[src/rtl/s20_pkg.sv]
// Shared types and constants for the Salsa20 stream cipher block.
package s20_pkg;

    typedef logic [31:0] t_word;
    typedef logic [15:0][31:0] t_block;
    typedef logic [7:0][63:0] t_ks_rows;

    typedef struct packed {
        logic [63:0] text_in;
        logic [3:0]  bytes_in;
        logic        message_end;
    } t_in_item;

    typedef struct packed {
        logic [63:0] text_out;
        logic [3:0]  bytes_out;
    } t_out_item;

    localparam int unsigned CFG_IDX_W = 3;

    localparam logic [CFG_IDX_W-1:0] CFG_KEY_PART_0 = 3'd0;
    localparam logic [CFG_IDX_W-1:0] CFG_KEY_PART_1 = 3'd1;
    localparam logic [CFG_IDX_W-1:0] CFG_KEY_PART_2 = 3'd2;
    localparam logic [CFG_IDX_W-1:0] CFG_KEY_PART_3 = 3'd3;
    localparam logic [CFG_IDX_W-1:0] CFG_NONCE      = 3'd4;

    // "expand 32-byte k" as four little-endian words.
    localparam t_word SIGMA_0 = 32'h6170_7865;
    localparam t_word SIGMA_1 = 32'h3320_646e;
    localparam t_word SIGMA_2 = 32'h7962_2d32;
    localparam t_word SIGMA_3 = 32'h6b20_6574;

    localparam logic [3:0] FULL_BYTES = 4'd8;

    typedef enum logic {
        ST_IDLE,
        ST_GEN
    } t_top_state;

    typedef enum logic [1:0] {
        CORE_IDLE,
        CORE_RUN,
        CORE_ADD
    } t_core_state;

endpackage

[src/rtl/s20_round.sv]
// One Salsa20 round: four quarter-rounds over columns or over rows.
module s20_round (
    input  s20_pkg::t_block i_words,
    input  logic            i_row_round,
    output s20_pkg::t_block o_words
);
    import s20_pkg::*;

    typedef struct packed {
        t_word a;
        t_word b;
        t_word c;
        t_word d;
    } t_qr;

    localparam logic [3:0] COL_IDX [4][4] = '{
        '{4'd0,  4'd4,  4'd8,  4'd12},
        '{4'd5,  4'd9,  4'd13, 4'd1},
        '{4'd10, 4'd14, 4'd2,  4'd6},
        '{4'd15, 4'd3,  4'd7,  4'd11}
    };
    localparam logic [3:0] ROW_IDX [4][4] = '{
        '{4'd0,  4'd1,  4'd2,  4'd3},
        '{4'd5,  4'd6,  4'd7,  4'd4},
        '{4'd10, 4'd11, 4'd8,  4'd9},
        '{4'd15, 4'd12, 4'd13, 4'd14}
    };

    function automatic t_qr quarter(input t_word a, input t_word b,
                                    input t_word c, input t_word d);
        t_word x;
        t_qr   q;
        q.a = a;
        q.b = b;
        q.c = c;
        q.d = d;
        x   = q.a + q.d;
        q.b = q.b ^ {x[24:0], x[31:25]};
        x   = q.b + q.a;
        q.c = q.c ^ {x[22:0], x[31:23]};
        x   = q.c + q.b;
        q.d = q.d ^ {x[18:0], x[31:19]};
        x   = q.d + q.c;
        q.a = q.a ^ {x[13:0], x[31:14]};
        return q;
    endfunction

    t_block col_words;
    t_block row_words;
    t_qr    qc;
    t_qr    qr;

    always_comb begin
        col_words = i_words;
        row_words = i_words;
        qc = '0;
        qr = '0;
        for (int l = 0; l < 4; l++) begin
            qc = quarter(i_words[COL_IDX[l][0]], i_words[COL_IDX[l][1]],
                         i_words[COL_IDX[l][2]], i_words[COL_IDX[l][3]]);
            col_words[COL_IDX[l][0]] = qc.a;
            col_words[COL_IDX[l][1]] = qc.b;
            col_words[COL_IDX[l][2]] = qc.c;
            col_words[COL_IDX[l][3]] = qc.d;
            qr = quarter(i_words[ROW_IDX[l][0]], i_words[ROW_IDX[l][1]],
                         i_words[ROW_IDX[l][2]], i_words[ROW_IDX[l][3]]);
            row_words[ROW_IDX[l][0]] = qr.a;
            row_words[ROW_IDX[l][1]] = qr.b;
            row_words[ROW_IDX[l][2]] = qr.c;
            row_words[ROW_IDX[l][3]] = qr.d;
        end
        o_words = i_row_round ? row_words : col_words;
    end

endmodule

[src/rtl/s20_core.sv]
// Keystream block generator: one round per cycle through a shared round unit.
module s20_core #(
    parameter int unsigned ROUNDS = 20
) (
    input  logic            i_clk,
    input  logic            i_rst_n,
    input  logic            i_start,
    input  s20_pkg::t_block i_init,
    output logic            o_done,
    output s20_pkg::t_block o_block
);
    import s20_pkg::*;

    localparam int unsigned RND_W = $clog2(ROUNDS);

    t_core_state r_state, n_state;
    t_block      r_words, n_words;
    logic [RND_W-1:0] r_round, n_round;
    t_block      round_out;

    s20_round u_round (
        .i_words     (r_words),
        .i_row_round (r_round[0]),
        .o_words     (round_out)
    );

    always_ff @(posedge i_clk) begin
        if (!i_rst_n) begin
            r_state <= CORE_IDLE;
            r_round <= '0;
        end else begin
            r_state <= n_state;
            r_round <= n_round;
        end
        r_words <= n_words;
    end

    always_comb begin
        n_state = r_state;
        n_round = r_round;
        n_words = r_words;
        o_done  = 1'b0;
        for (int i = 0; i < 16; i++) begin
            o_block[i] = r_words[i] + i_init[i];
        end
        case (r_state)
            CORE_IDLE: begin
                if (i_start) begin
                    n_words = i_init;
                    n_round = '0;
                    n_state = CORE_RUN;
                end
            end
            CORE_RUN: begin
                n_words = round_out;
                n_round = r_round + 1'b1;
                if (r_round == RND_W'(ROUNDS - 1)) begin
                    n_state = CORE_ADD;
                end
            end
            CORE_ADD: begin
                // Feed-forward sum is presented combinationally this cycle.
                o_done  = 1'b1;
                n_state = CORE_IDLE;
            end
            default: begin
                n_state = CORE_IDLE;
            end
        endcase
    end

endmodule

[config.mk]
export PLATFORM = sky130hd
export DESIGN_NAME = s20_core
export DESIGN_NICKNAME = d
export VERILOG_FILES = /design/src/rtl/s20_pkg.sv /design/src/rtl/s20_round.sv /design/src/rtl/s20_core.sv
export SDC_FILE = /design/constraint.sdc
export NUM_CORES = 2
export LEC_CHECK = 0
export BUFFER_PORTS_ARGS = -buffer_cell sky130_fd_sc_hd__buf_2
export CAP_MARGIN = 10
export CORE_ASPECT_RATIO = 1.1
export CORE_MARGIN = 2
export CORE_UTILIZATION = 35
export DETAILED_ROUTE_END_ITERATION = 10
export PLACE_DENSITY_LB_ADDON = 0.05
export SLEW_MARGIN = 10
export SYNTH_ARGS = -nofsm -noshare
export SYNTH_HDL_FRONTEND = slang
export SYNTH_SLANG_ARGS = --single-unit
[constraint.sdc]
create_clock -name i_clk -period 37.8 [get_ports i_clk]
set_clock_uncertainty 0.1 [all_clocks]
set_input_delay 3.78 -clock i_clk [delete_from_list [all_inputs] [get_ports i_clk]]
set_output_delay 3.78 -clock i_clk [all_outputs]
set_load 0.005 [all_outputs]
==> results.cfg <==
[global_route]
grt-ovfl-total = 0
antenna_found_initial = 183
grt_max_degree = 176
grt_pass1_vias = 108000
gr-usage-all-layers_pct = 51.5
grt_first_pass_wirelength_mm = 1010

[layout]
layout_commonest_cell = ha_1
postLayoutCoreUtil_pct = 41.4
final_cell_area_sq_um = 120000
drive_above_1_share_pct = 14.6
syn2layout_area_growth_pct = 17.9
multi_input_area_sq_um = 85100
seq_area_sq_um = 15500
nFillCells = 29800
fin_nets = 16100
mostFrequentLayoutCells = ha_1 (1,499), xnor2_1 (1,354), a21oi_1 (1,219), nand2_1 (1,113), o21ai_0 (1,045)

[timing]
fmax_mhz = 60.0
drv_slew = 3
final-setup-viol-count = 0
tns_ps = 0
hold_viol = 0
timing.slew.headroom_pct = -1.65
period_minus_slack_ps = 16660
rsz0062_at_grt = no
tightestPinTransition_ps = 1510
post-route-period-util_pct = 44.1

[worst_setup_path]
worstSetupPathType = reg2reg
required_ps = 38160
r2r-end = r_words[494]
crit_top_cell = a21o_1
max_stage_delay_ps = 1120
startpoint_type = flop
arrival_ps = 17020
worst_r2r_path_depth = 49
end_kind = flop
worstReg2RegStart = r_words[481]
crit_fanout = 9
reg2reg_slack_ps = 21140
cp_slowest_cell = xnor2_2

[cts]
root_buffer = clkbuf_16
worstSkewPairLatency_ps = 790
clock_sinks = 519
post_cts_resize_count = 0
postCtsHoldBufs = 0
tritoncts = done
cts_buffer_depth = 3
clkSlewWorstSetupHoldPaths_ps = 70
cts_made_buffers = 79
post-cts-setup-buffers = 0
htree_levels = 3

[synthesis]
synth_warnings = 0
synth_nets = 14700
ys_seq_area_share_pct = 15.3
synthArstFlopShare_pct = 0
netlist_area_sq_um = 101000
synth-main-ff-cell = edfxtp_1
synth_edf_count = 512
synth_seq_cells = 519
syn_avg_cell_area_sq_um = 8.04
synthDistinctLibCells = 96
syn_inst = 12600

[outcome]
outcome = finished, violations left
violations = max-capacitance violations, max-slew violations

[floorplan]
io_pins = 1028
design.core.area_sq_um = 289000
die_w_um = 517
fp.dieH_um = 568
initial_core_util_pct = 35.1
rows = 207
die_area_sq_um = 294000

[route]
drt-wirelength-per-cell_um = 43.6
drc = 0
top_layer = met5
drt_iter0_drc = 16400
vias_per_cell = 6.60
dr.pass1.iters = 7
ant_nets = 0
num_vias = 120000
wl_met1_mm = 283
wl_met3_mm = 95.9
route.met2.wl_mm = 316
wl_mm = 790

[worst_hold_path]
whs_path_depth = 2
hold_end = r_round[1]
min_path_type = reg2reg
min_from = r_round[1]

[place]
dp_hpwl_mm = 675
place_congestion = 1.17
placed_cell_area_sq_um = 116000
port_buffers = 1027

[run]
drv_cap = 2
## worst max-delay path by stage
stage                         to  cells after the start          from
finish              r_words[494]                     49  r_words[481]
global route        r_words[494]                     52  r_words[481]
CTS                 r_words[494]                     50  r_words[481]
detailed placement  r_words[494]                     50  r_words[481]
global placement    r_words[494]                     50  r_words[481]
floorplan             r_round[2]                      5       i_start
## metal layers
metal  global-route usage (%)  vias to the layer above
met1                     58.2                    58000
met5                        0                        -
met4                     53.3                       66
met3                     19.2                     2772
met2                     71.8                     9375
li1                         -                    49400
## area by class of cell
| class | count | share of cell area (%) |
|---|---|---|
| Multi-Input combinational cell | 11500 | 71.2 |
| Sequential cell | 519 | 13.0 |
| Clock inverter | 54 | 0.447 |
| Timing Repair Buffer | 1633 | 8.17 |
| Clock buffer | 91 | 1.73 |
| Tap cell | 3866 | 4.05 |
| Antenna cell | 130 | 0.272 |
| Inverter | 373 | 1.19 |
## registers in the layout, summed over array words and instances (netlist names)
| signal | count |
|---|---|
| r_state | 2 |
| r_round | 5 |
| r_words | 512 |
## cell usage after synthesis, types with 57 or more instances
master	count	area share (%)
a211oi_1	107	0.79
a21o_1	719	5.3
a21oi_1	1219	6.0
a31oi_1	113	0.70
and3_1	109	0.67
clkbuf_1	207	0.77
edfxtp_1	512	15
ha_1	1499	19
inv_1	372	1.4
mux2i_1	275	2.7
nand2_1	1113	4.1
nand2b_1	183	1.1
nand3_1	269	1.3
nand4_1	94	0.58
nor2_1	755	2.8
nor2b_1	182	1.1
nor3_1	222	1.1
o211ai_1	57	0.42
o21a_1	190	1.4
o21ai_0	1047	5.2
o21bai_1	165	1.2
o31ai_1	58	0.43
or3_1	78	0.48
xnor2_1	1549	13
xor2_1	703	6.1
## cells by family after synthesis
family | after synthesis | synth area share [%]
flip-flops | 519 | 15.3
AO/OA/AOI/OAI | 4200 | 26.0
multiplexers | 281 | 2.78
buffers and inverters | 625 | 2.33
XOR/XNOR | 2257 | 19.6
AND/OR/NAND/NOR | 3181 | 14.6
adder cells (fa/ha/maj) | 1547 | 19.5
## critical path, delay by kind of cell, from the launching register on
kind                     cells  cell delay (ps)
flip-flops                   1              900
buffers and inverters        2              380
XOR/XNOR                     5             2350
AND/OR/NAND/NOR              4             1130
AO/OA/AOI/OAI               33             9550
adder cells (fa/ha/maj)      5             1880
## metrics by stage
| step | hold WS [ps] | std cells | worst slack (ps) |
|---|---|---|---|
| floorplan | 429 | 12600 | 22550 |
| global placement | 447 | 17800 | 21390 |
| detailed placement | 472 | 17900 | 21700 |
| CTS | 487 | 18000 | 21580 |
| global route | 527 | 18000 | 20730 |
| finish | 505 | 18100 | 21140 |
Power is left out: the tool's default activity adds up to more than one toggle a clock period on the data nets, which glitch-free logic cannot reach.
